==> src/hdl/rmsd_pkg.sv <==
// Shared constants and handshake structs for the frame RMSD engine.
package rmsd_pkg;

    localparam int MAX_ATOMS  = 4096;
    localparam int COORD_BITS = 24;

    localparam int ATOM_W  = (MAX_ATOMS > 1) ? $clog2(MAX_ATOMS) : 1;
    localparam int CNT_W   = 13;
    localparam int CMP_W   = (ATOM_W + 1 > CNT_W) ? ATOM_W + 1 : CNT_W;
    localparam int DIFF_W  = COORD_BITS + 1;
    localparam int PROD_W  = 2 * DIFF_W;
    localparam int SUM_W   = 64;
    localparam int STEP_W  = $clog2(SUM_W);
    localparam int FRAME_W = 16;
    localparam int RMSD_W  = 25;
    localparam int REF_W   = 3 * COORD_BITS;

    typedef struct packed {
        logic             start;
        logic [SUM_W-1:0] sum;
        logic [CNT_W-1:0] count;
    } math_req_t;

    typedef struct packed {
        logic              done;
        logic [RMSD_W-1:0] root;
    } math_resp_t;

endpackage

==> src/hdl/rmsd_divsqrt.sv <==
// Serial mean and floor square root sharing one wide subtractor.
module rmsd_divsqrt
    import rmsd_pkg::*;
(
    input  logic       clk,
    input  logic       rst_n,
    input  math_req_t  req,
    output math_resp_t resp
);

    typedef enum logic [3:0] {
        P_IDLE = 4'b0001,
        P_DIV  = 4'b0010,
        P_SQRT = 4'b0100,
        P_DONE = 4'b1000
    } phase_t;

    phase_t             phase_reg, phase_next;
    logic [STEP_W-1:0]  cnt_reg, cnt_next;
    logic [SUM_W-1:0]   q_reg, q_next;
    logic [CNT_W-1:0]   rem_reg, rem_next;
    logic [CNT_W-1:0]   div_reg, div_next;
    logic [SUM_W-1:0]   root_reg, root_next;
    logic [SUM_W-1:0]   bit_reg, bit_next;

    logic [SUM_W-1:0]   op_a;
    logic [SUM_W-1:0]   op_b;
    logic [SUM_W:0]     sub;
    logic               ge;

    // shared subtractor: trial remainder while dividing, trial root while rooting
    always_comb
    begin
        case (phase_reg)
            P_DIV:
            begin
                op_a = SUM_W'({rem_reg, q_reg[SUM_W-1]});
                op_b = SUM_W'(div_reg);
            end
            P_SQRT:
            begin
                op_a = q_reg;
                op_b = root_reg | bit_reg;
            end
            default:
            begin
                op_a = '0;
                op_b = '0;
            end
        endcase
        sub = {1'b0, op_a} - {1'b0, op_b};
        ge  = ~sub[SUM_W];
    end

    always_comb
    begin
        phase_next = phase_reg;
        cnt_next   = cnt_reg;
        q_next     = q_reg;
        rem_next   = rem_reg;
        div_next   = div_reg;
        root_next  = root_reg;
        bit_next   = bit_reg;
        case (phase_reg)
            P_DIV:
            begin
                q_next   = {q_reg[SUM_W-2:0], ge};
                rem_next = ge ? sub[CNT_W-1:0] : op_a[CNT_W-1:0];
                cnt_next = cnt_reg + 1'b1;
                if (cnt_reg == STEP_W'(SUM_W - 1))
                begin
                    phase_next = P_SQRT;
                    cnt_next   = '0;
                    root_next  = '0;
                    bit_next   = SUM_W'(1) << (SUM_W - 2);
                end
            end
            P_SQRT:
            begin
                if (ge)
                begin
                    q_next    = sub[SUM_W-1:0];
                    root_next = (root_reg >> 1) | bit_reg;
                end
                else
                begin
                    root_next = root_reg >> 1;
                end
                bit_next = bit_reg >> 2;
                cnt_next = cnt_reg + 1'b1;
                if (cnt_reg == STEP_W'(SUM_W / 2 - 1))
                begin
                    phase_next = P_DONE;
                end
            end
            default:
            begin
            end
        endcase
        if (req.start)
        begin
            phase_next = P_DIV;
            cnt_next   = '0;
            q_next     = req.sum;
            rem_next   = '0;
            div_next   = req.count;
        end
    end

    always_ff @(posedge clk or negedge rst_n)
    begin
        if (!rst_n)
        begin
            phase_reg <= P_IDLE;
            cnt_reg   <= '0;
        end
        else
        begin
            phase_reg <= phase_next;
            cnt_reg   <= cnt_next;
        end
    end

    always_ff @(posedge clk)
    begin
        q_reg    <= q_next;
        rem_reg  <= rem_next;
        div_reg  <= div_next;
        root_reg <= root_next;
        bit_reg  <= bit_next;
    end

    assign resp.done = (phase_reg == P_DONE);
    assign resp.root = (root_reg[SUM_W-1:RMSD_W] != '0) ? {RMSD_W{1'b1}}
                                                         : root_reg[RMSD_W-1:0];

endmodule

==> config.mk <==
export PLATFORM = sky130hd
export DESIGN_NAME = rmsd_divsqrt
export DESIGN_NICKNAME = d
export VERILOG_FILES = /design/src/hdl/rmsd_pkg.sv /design/src/hdl/rmsd_divsqrt.sv
export SDC_FILE = /design/constraint.sdc
export NUM_CORES = 1
export LEC_CHECK = 0
export ABC_AREA = 1
export ABC_CLOCK_PERIOD_IN_PS = 10850
export BUFFER_PORTS_ARGS = -buffer_cell sky130_fd_sc_hd__buf_4
export CAP_MARGIN = 20
export CORE_MARGIN = 4
export CORE_UTILIZATION = 55
export CTS_BUF_LIST = sky130_fd_sc_hd__clkbuf_2 sky130_fd_sc_hd__clkbuf_4 sky130_fd_sc_hd__clkbuf_8
export DETAILED_ROUTE_END_ITERATION = 7
export MAX_ROUTING_LAYER = met4
export PLACE_DENSITY = 0.79
export SLEW_MARGIN = 20
export SYNTH_ARGS = -nofsm -noshare
export SYNTH_HDL_FRONTEND = slang
export SYNTH_SLANG_ARGS = --single-unit
==> constraint.sdc <==
create_clock -name clk -period 10.85 [get_ports clk]
set_input_delay 2.17 -clock clk [delete_from_list [all_inputs] [get_ports clk]]
set_output_delay 2.17 -clock clk [all_outputs]
set_load 0.005 [all_outputs]
==> impl_metrics.yaml <==
clock_tree:
  cts_inserted_buffers: 17
  max-clock-path-buffers: 2
  ctsRootBufferMaster: "clkbuf_8"
  cts.sinks: 195
  clkTransAtPathRegs_ns: 0.13
  cts_repair_resize_count: 0
  hold_buffers: 0
  clkLatencyLatePin_ns: 0.51
  htree_levels: 4
  cts_tree: "done"
  post_cts_buffers: 0
layout:
  final_util_pct: 61.8
  drive_above_1_share_pct: 10.4
  fillers: 2435
  largest_register_ffs: 64
  nNetsFinal: 2320
  area_growth_pct: 10.0
place:
  portBuffers: 105
  gp_congestion: 1.02
  dp_slack_ns: 5.39
  dp_hpwl_um: 38600
global_routing:
  grt_use_total_pct: 34.7
  antenna_found_initial: 1
  grt-ovfl-total: 0
  grt_pass1_vias: 13300
  grt_pass1_wl_um: 75300
  grt_max_degree: 67
detailed_routing:
  drc: 0
  dr.pass1.iters: 6
  antenna_left: 0
  avgViaCountPerCell: 5.65
  finalWirelength_um: 49600
  first_iter_violations: 1796
  vias: 14300
  wl_per_cell_um: 19.7
sta:
  rsz0062_at_grt: "false"
  hold_slack_ns: 0.475
  min_period_ns: 5.52
  setup_slack_ns: 5.33
  relSlewSlack_pct: 31.2
  setup_viol: 0
  report.final.hold_viol_count: 0
  tightestPinTransition_ns: 1.02
  fin_worst_skew_ns: 0.0328
  final_max_slew_viol_count: 0
  max_freq_mhz: 181
  post-route-period-util_pct: 50.9
  fin_tns_setup_ns: 0
job:
  drv_cap: 0
setup_path:
  cp-start-kind: "flip-flop"
  critical_path_required_ns: 10.98
  arrival_ns: 5.65
  crit_type: "reg2reg"
  cp_max_fo: 46
  critPathCaptureType: "flip-flop"
status:
  status: "complete, no violations"
synth:
  synth_edf_count: 172
  synth_nets: 2236
  syn_avg_cell_area_um2: 7.03
  ys_ff_latch: 195
  synth.yosys.seq_area_share_pct: 38.6
  syn_area_mm2: 0.0147
  synth_warnings: 0
  postSynthCellCount: 2091
  yosysUniqueCellTypes: 54
  synth_ff_type: "edfxtp_1"
  async_flop_share_pct: 5.13
die:
  die_w_um: 171
  initial_utilization_pct: 56.2
  design.core.area_mm2: 0.0261
  dieArea_mm2: 0.0294
  rows: 59
  pin_count: 106
  die_h_um: 171
min_path:
  min_path_type: "reg2reg"
final cells by class:
| cell class | instances | area (um2) | share of cell area (%) |
|---|---|---|---|
| Timing Repair Buffer | 118 | 886 | 5.48 |
| Clock buffer | 17 | 234 | 1.45 |
| Clock inverter | 15 | 193 | 1.19 |
| Tap cell | 335 | 419 | 2.59 |
| Inverter | 413 | 1550 | 9.59 |
| Antenna cell | 1 | 2.50 | 0.0155 |
| Sequential cell | 195 | 5680 | 35.1 |
| Multi-Input combinational cell | 1430 | 7200 | 44.5 |
cell usage in the layout (no fill, tap or decap), types with 6 or more instances in the layout:
cell type,instances
nand3b_1,9
buf_4,118
nand2_1,611
ha_1,64
nor3_1,14
inv_1,404
a211o_1,6
dfxtp_1,13
dfrtp_1,9
o22ai_1,14
o21ai_2,24
xnor2_1,21
nand2_2,6
clkbuf_8,17
o21ai_0,90
nand3_2,13
a21oi_1,107
inv_2,7
nor2_1,268
nor2_2,6
nand3_1,82
nor4_1,10
edfxtp_1,172
o21bai_1,27
o221ai_1,18
worst max-delay path, cell delays in order (launching register included):
cell     delay [ns]
dfstp_2        0.58
nor2_1         0.08
nand2_4        0.31
buf_4          0.53
buf_4          0.57
nor2_1         0.11
a211o_1        0.29
inv_1          0.06
ha_1           0.18
nand2_1        0.10
nor2_1         0.18
inv_1          0.08
nor2_1         0.08
nand2_1        0.05
nand2_1        0.12
nand2_1        0.10
nand2_4        0.10
nand2_4        0.17
nand2_8        0.18
o21ai_1        0.09
inv_2          0.47
buf_4          0.60
stage by stage:
stage | cell area [um2] | std cells
3_3_place_gp | 15700 | 2491
6_report | 16200 | 2524
4_1_cts | 16200 | 2523
5_1_grt | 16200 | 2524
2_1_floorplan | 14700 | 2091
3_5_place_dp | 15700 | 2491
logic make-up after synthesis:
kind of cell | after synthesis | share of synthesized area, %
adder cells (fa/ha/maj) | 65 | 5.59
flip-flops | 195 | 38.6
AO/OA/AOI/OAI | 304 | 12.7
buffers and inverters | 466 | 12.5
AND/OR/NAND/NOR | 1038 | 29.2
XOR/XNOR | 23 | 1.37
synth_stat cells (6+ instances only):
cell / n / share of area (%)
a211o_1: 6 / 0.36
a21oi_1: 107 / 3.6
buf_2: 10 / 0.34
clkbuf_1: 28 / 0.72
dfrtp_1: 9 / 1.5
dfxtp_1: 13 / 1.8
edfxtp_1: 172 / 35
ha_1: 64 / 5.5
inv_1: 406 / 10
nand2_1: 612 / 16
nand2_2: 6 / 0.26
nand3_1: 82 / 2.8
nand3_2: 13 / 0.89
nand3b_1: 9 / 0.46
nor2_1: 269 / 6.9
nor2_2: 6 / 0.26
nor3_1: 14 / 0.48
nor4_1: 10 / 0.43
o21ai_0: 91 / 3.1
o21ai_2: 24 / 1.4
o21bai_1: 27 / 1.4
o221ai_1: 18 / 1.1
o22ai_1: 14 / 0.60
xnor2_1: 21 / 1.3
metal layers:
metal	track usage, %	part of all wire (%)	vias up
met3	8.37	11	78
met2	50.2	42	751
met5	-	0	-
met1	49.4	44	6610
li1	-	-	6816
met4	8.61	2.5	0
final timing paths:
check	startpoint	endpoint	slack, ns	depth (start not counted)
min reg2reg	rem_reg[3]	rem_reg[3]	0.48	2
min in group asynchronous	rst_n	phase_reg[2]	1.46	1
max in group asynchronous	rst_n	phase_reg[0]	9.15	1
max reg2reg	phase_reg[0]	q_reg[27]	5.33	21
min	rem_reg[3]	rem_reg[3]	0.48	2
max	phase_reg[0]	q_reg[27]	5.33	21
Power is not shown: default switching activity piles up to over one toggle a cycle in this logic, so the estimate is an artifact.
