--- config.mk ---
export PLATFORM = sky130hd
export DESIGN_NAME = rmsd_ram
export DESIGN_NICKNAME = d
export VERILOG_FILES = /design/src/hdl/rmsd_ram.sv
export SDC_FILE = /design/constraint.sdc
export NUM_CORES = 1
export LEC_CHECK = 0
export BUFFER_PORTS_ARGS = -buffer_cell sky130_fd_sc_hd__buf_2
export CAP_MARGIN = 25
export CELL_PAD_IN_SITES_DETAIL_PLACEMENT = 1
export CELL_PAD_IN_SITES_GLOBAL_PLACEMENT = 1
export CORE_UTILIZATION = 39
export CTS_BUF_LIST = sky130_fd_sc_hd__clkbuf_4 sky130_fd_sc_hd__clkbuf_8
export DETAILED_ROUTE_END_ITERATION = 10
export PLACE_DENSITY = 0.66
export SYNTH_ARGS = -nofsm -noshare
export SYNTH_HDL_FRONTEND = slang
export SYNTH_SLANG_ARGS = --single-unit
--- constraint.sdc ---
create_clock -name clk -period 3 [get_ports clk]
set_clock_uncertainty 0.2 [all_clocks]
set_input_delay 0.45 -clock clk [delete_from_list [all_inputs] [get_ports clk]]
set_output_delay 0.45 -clock clk [all_outputs]
set_load 0.03 [all_outputs]
--- src/hdl/rmsd_ram.sv ---
// Generic single-port RAM with registered read.
module rmsd_ram #(
    parameter int WIDTH = 8,
    parameter int DEPTH = 16
) (
    input  logic                     clk,
    input  logic                     en,
    input  logic                     we,
    input  logic [$clog2(DEPTH)-1:0] addr,
    input  logic [WIDTH-1:0]         wdata,
    output logic [WIDTH-1:0]         rdata
);

    logic [WIDTH-1:0] mem [DEPTH];
    logic [WIDTH-1:0] rdata_reg;

    always_ff @(posedge clk)
    begin
        if (en)
        begin
            if (we)
            begin
                mem[addr] <= wdata;
            end
            else
            begin
                rdata_reg <= mem[addr];
            end
        end
    end

    assign rdata = rdata_reg;

endmodule

==> flow_summary.yaml, run 1 <==
cts:
  ctsHtreeMaxLevel: 4
  clkTransAtPathRegs_ns: 0.07
  clockBufferDepth: 2
  clkLatencyLatePin_ns: 0.43
  cts_root_buf: "clkbuf_8"
  postCtsHoldBufs: 0
  tritoncts: "yes"
  cts.sinks: 136
  cts_resized: 0
  cts_setup_buffers: 0
  cts_buffers: 17
timing:
  fin_setup_tns_ns: 0
  hold_viol_final: 0
  worstMarginPinSlew_ns: 0.872
  rsz0062_at_grt: "false"
  fmax_ghz: 0.510
  slew_viol_final: 0
  setup_viol: 0
  post-route-period-util_pct: 65.3
  maxSlewHeadroom_pct: 41.7
  fin_crit_ns: 1.96
placement:
  detailed_place.area_um2: 5670
  gp_congestion: 0.729
  placed_cells: 438
  hpwlAfterDp_um: 7120
  io_buffers: 22
power_and_ir_drop:
  vdd_drop_max_uv: 274
  p_total_mw: 3.96
  cellPowerDensity_nw_per_um2: 648
  leakagePower_nw: 2.04
grt:
  antenna_found_initial: 0
  grt_usage_pct: 16.6
  grt_pass1_vias: 2728
  grt_start_max_net_pins: 29
  grt_pass1_wl_um: 16300
  grt-ovfl-total: 0
synth:
  ys_ff_latch: 136
  synthDistinctLibCells: 18
  synth_nets: 249
  synth_top_area_share_pct: 78.0
  ys_warn_count: 0
  syn-instance-count: 234
  yosysSeqAreaShare_pct: 78.0
  yosysMostFrequentCell: "edfxtp_1"
  synthTopCellsByCount: "edfxtp_1 (136), a22oi_1 (16), mux4_1 (16), mux4_2 (16), nor2_1 (13)"
  synthTopCellsByArea: "edfxtp_1 (78%), mux4_1 (8.0%), mux4_2 (6.9%), a22oi_1 (2.3%), nor2_1 (0.93%)"
  synth_edf_count: 136
  syn_area_um2: 5240
  avgSynthCellArea_um2: 22.4
  synth_top_area_cell: "edfxtp_1"
  synth_flop_cell: "edfxtp_1"
  synthArstFlopShare_pct: 0
worst_setup_path:
  start_kind: "input port"
  rr_worst_depth: 3
  critPathMaxStageDelay_ns: 0.57
  r2r_setup_slack_ns: 1.30
  cp_cell_sequence: "buf_2, buf_4, mux4_1, a22oi_1, nand2_1"
  slowest_stage: "mux4_1"
  crit_arrival_ns: 1.93
  reg2reg_from: "mem[10][4]"
  criticalPathCategory: "in2reg"
  cp_max_fo: 10
  cp-end-kind: "flop"
  r2r_end: "rdata[4]"
  critPathRequiredTime_ns: 2.97
min_path:
  min_path_cells: 1
  worst_hold_path_type: "in2reg"
  min_to: "mem[14][0]"
  worstHoldStart: "wdata[0]"
floorplan:
  die_y_um: 118
  core_area_um2: 12900
  io_pins: 23
  num_rows: 41
  dieArea_um2: 13900
  initial_core_util_pct: 40.7
  die_x_um: 118
final_layout:
  antennaDiodeCount: 0
  drive_gt1_share_pct: 29.9
  syn2layout_area_growth_pct: 16.7
  largest_reg_flops: 128
  nNetsFinal: 300
  stdcell_count: 470
  stdcell_area_um2: 6110
drt:
  firstDrtPassIters: 5
  wl_um: 10500
  post_drt_wl_per_cell_um: 22.4
  drc: 0
  antenna_left: 0
  drtIter0Drc: 177
  vias: 2456
  via_per_inst: 5.23
flow_run:
  drv_cap: 0
run_status:
  outcome: "complete, no violations"
## cell families (layout without fill, tap and decap cells)
group,after synthesis,count (layout),synth area share [%]
AOI/OAI and AO/OA,16,16,2.29
and+or+nand+nor,37,37,3.32
muxes,32,32,14.9
buffers and inverters,13,77,1.50
DFF,136,136,78.0
## layer usage
layer  global-route usage [%]  part of all wire, %  vias up  wire (um)
met4                     6.89                  1.6        0        170
li1                         -                    -     1104          -
met2                     27.7                   51       64       5420
met3                     4.51                  4.0       16        420
met1                     20.4                   43     1272       4530
met5                        0                    0        -          0
## layout by cell type (no fill, tap or decap), drive strengths merged
cell type / instances
nand4: 1
or3: 1
and2: 1
bufinv: 5
nor3: 4
clkbuf: 18
a22oi: 16
nand2b: 2
edfxtp: 136
mux4: 32
nand4b: 2
inv: 1
nand2: 10
nor2: 13
clkinv: 7
clkinvlp: 1
buf: 45
nor2b: 3
## report_power, final
part | total [mW] | internal, mW | switching [mW]
Sequential | 2.13 | 2.12 | 0.00711
Clock | 1.66 | 0.990 | 0.668
Combinational | 0.181 | 0.0705 | 0.111
Total | 3.96 | 3.18 | 0.785
## cell type report
type | count | area [um^2]
fillers | 1195 | 6760
flip-flops and latches | 136 | 4080
multi-input cells | 85 | 1070
repair buffers | 45 | 295
clock buffers | 18 | 241
well taps | 172 | 215
clock inverters | 14 | 204
## worst max path at each step
stage	from	to	slack (ns)	cells after the start
finish	addr[0]	rdata[4]	1.04	5
detailed placement	addr[1]	rdata[2]	0.55	5
global route	addr[1]	rdata[7]	0.98	5
CTS	addr[0]	rdata[4]	1.05	5
floorplan	addr[0]	mem[0][0]	0.63	4
global placement	addr[0]	rdata[4]	0.56	5
## critical path, delay by kind of cell
kind	cells	cell delay [ns]
compound gates	1	0.28
buf+inv	2	0.55
mux	1	0.57
simple gates	1	0.08
## through the flow
step | hold WS (ns) | setup WS [ns] | util [%]
after detailed placement | 0.550 | 0.554 | 44.0
after global routing | 0.194 | 0.976 | 47.5
after global placement | 0.541 | 0.562 | 44.0
after CTS | 0.167 | 1.05 | 47.5
after floorplan | 0.349 | 0.628 | -
final | 0.205 | 1.04 | 47.5
Power figures use the tool's default switching activity.
==> inputs of run 2 (changes only) <==
==> constraint.sdc (replaced) <==
create_clock -name clk -period 1.93 [get_ports clk]
set_clock_uncertainty 0.2 [all_clocks]
set_input_delay 0.2895 -clock clk [delete_from_list [all_inputs] [get_ports clk]]
set_output_delay 0.2895 -clock clk [all_outputs]
set_load 0.03 [all_outputs]
==> run 2 against run 1 <==
Compared with the run above: sequential share of layout area is 1.1 points lower; clock power is 39% higher; die area stayed put; largest power group unchanged.
==> flow_summary.yaml, run 2 (same netlist as run 1, synthesis figures left out) <==
run_status:
  outcome: "complete, no violations"
grt:
  grt_pass1_wl_um: 15900
  grt_pass1_vias: 2705
  grt-ovfl-total: 0
  antenna_found_initial: 0
  grt_start_max_net_pins: 22
  grt_usage_pct: 16.1
timing:
  post-route-period-util_pct: 88.5
  maxSlewHeadroom_pct: 51.2
  fin_crit_ns: 1.71
  fin_setup_tns_ns: 0
  slew_viol_final: 0
  fmax_ghz: 0.585
  worstMarginPinSlew_ns: 0.730
  hold_ws_ns: 0.0562
  rsz0062_at_grt: "false"
  setup_viol: 0
  hold_viol_final: 0
  fin_ws_ns: 0.221
placement:
  gp_congestion: 0.757
  io_buffers: 22
  placed_cells: 451
  post-place-ws_ns: -0.139
  detailed_place.area_um2: 5820
  hpwlAfterDp_um: 7240
final_layout:
  antennaDiodeCount: 0
  drive_gt1_share_pct: 34.7
  stdcell_area_um2: 6220
  layout_common_cells: "edfxtp_1 (136), buf_4 (32), buf_2 (22), clkbuf_8 (17)"
  nNetsFinal: 313
  stdcell_count: 483
  fillers: 1198
  syn2layout_area_growth_pct: 18.7
  final_core_util_pct: 48.3
  final_common_cell: "edfxtp_1"
  multi_input_area_um2: 1090
  largest_reg_flops: 128
  regArea_um2: 4080
cts:
  clockBufferDepth: 2
  ctsHtreeMaxLevel: 4
  cts.sinks: 136
  clkLatencyLatePin_ns: 0.42
  cts_root_buf: "clkbuf_8"
  cts_buffers: 17
  tritoncts: "yes"
  cts_setup_buffers: 0
  postCtsHoldBufs: 0
  clkTransAtPathRegs_ns: 0.07
  cts_resized: 0
power_and_ir_drop:
  cellPowerDensity_nw_per_um2: 950
  leakagePower_nw: 2.12
  p_total_mw: 5.91
  vdd_drop_max_uv: 695
drt:
  drc: 0
  antenna_left: 0
  via_per_inst: 5.20
  wl_um: 10500
  post_drt_wl_per_cell_um: 21.7
  vias: 2513
  firstDrtPassIters: 4
  drtIter0Drc: 182
worst_setup_path:
  critPathMaxStageDelay_ns: 0.51
  start_kind: "flop"
  cp-end-kind: "flop"
  criticalPathCategory: "reg2reg"
  crit_arrival_ns: 1.68
  critPathRequiredTime_ns: 1.90
  slowest_stage: "mux4_1"
  cp_max_fo: 1
  cp_cell_sequence: "mux4_1, a22oi_1, nand2_1"
floorplan:
  io_pins: 23
  core_area_um2: 12900
  die_y_um: 118
  die_x_um: 118
  initial_core_util_pct: 40.7
  dieArea_um2: 13900
  num_rows: 41
flow_run:
  drv_cap: 0
min_path:
  worst_hold_path_type: "in2reg"
run 2: critical path: cells and delay by family (launching register included):
| family | cells | cell delay [ns] |
|---|---|---|
| muxes | 1 | 0.51 |
| DFF | 1 | 0.37 |
| AOI/OAI and AO/OA | 1 | 0.28 |
| and+or+nand+nor | 1 | 0.10 |
run 2: report_power, final:
group | switching (mW) | total, mW | internal (mW)
Sequential | 0.0102 | 3.30 | 3.29
Combinational | 0.177 | 0.305 | 0.127
Clock | 0.987 | 2.30 | 1.31
Total | 1.17 | 5.91 | 4.73
run 2: metal layers:
metal	wire, um	vias to the layer above	global-route usage [%]
met5	0	-	0
met4	47	0	5.77
met3	364	2	4.94
met2	5410	53	26.3
met1	4660	1331	20.3
li1	-	1127	-
run 2: area by class of cell:
| class | instances | share of cell area, % |
|---|---|---|
| clock buffers | 21 | 4.25 |
| clock inverters | 11 | 2.09 |
| multi-input cells | 85 | 17.6 |
| repair buffers | 58 | 6.92 |
| flip-flops and latches | 136 | 65.7 |
| well taps | 172 | 3.46 |
run 2: worst paths after layout:
path	from	depth (start not counted)	end	slack, ns
worst min register to register	mem[3][6]	3	rdata[6]	0.56
worst max register to register	mem[2][4]	3	rdata[4]	0.22
worst max-delay path	mem[2][4]	3	rdata[4]	0.22
worst min-delay path	wdata[4]	1	mem[3][4]	0.06
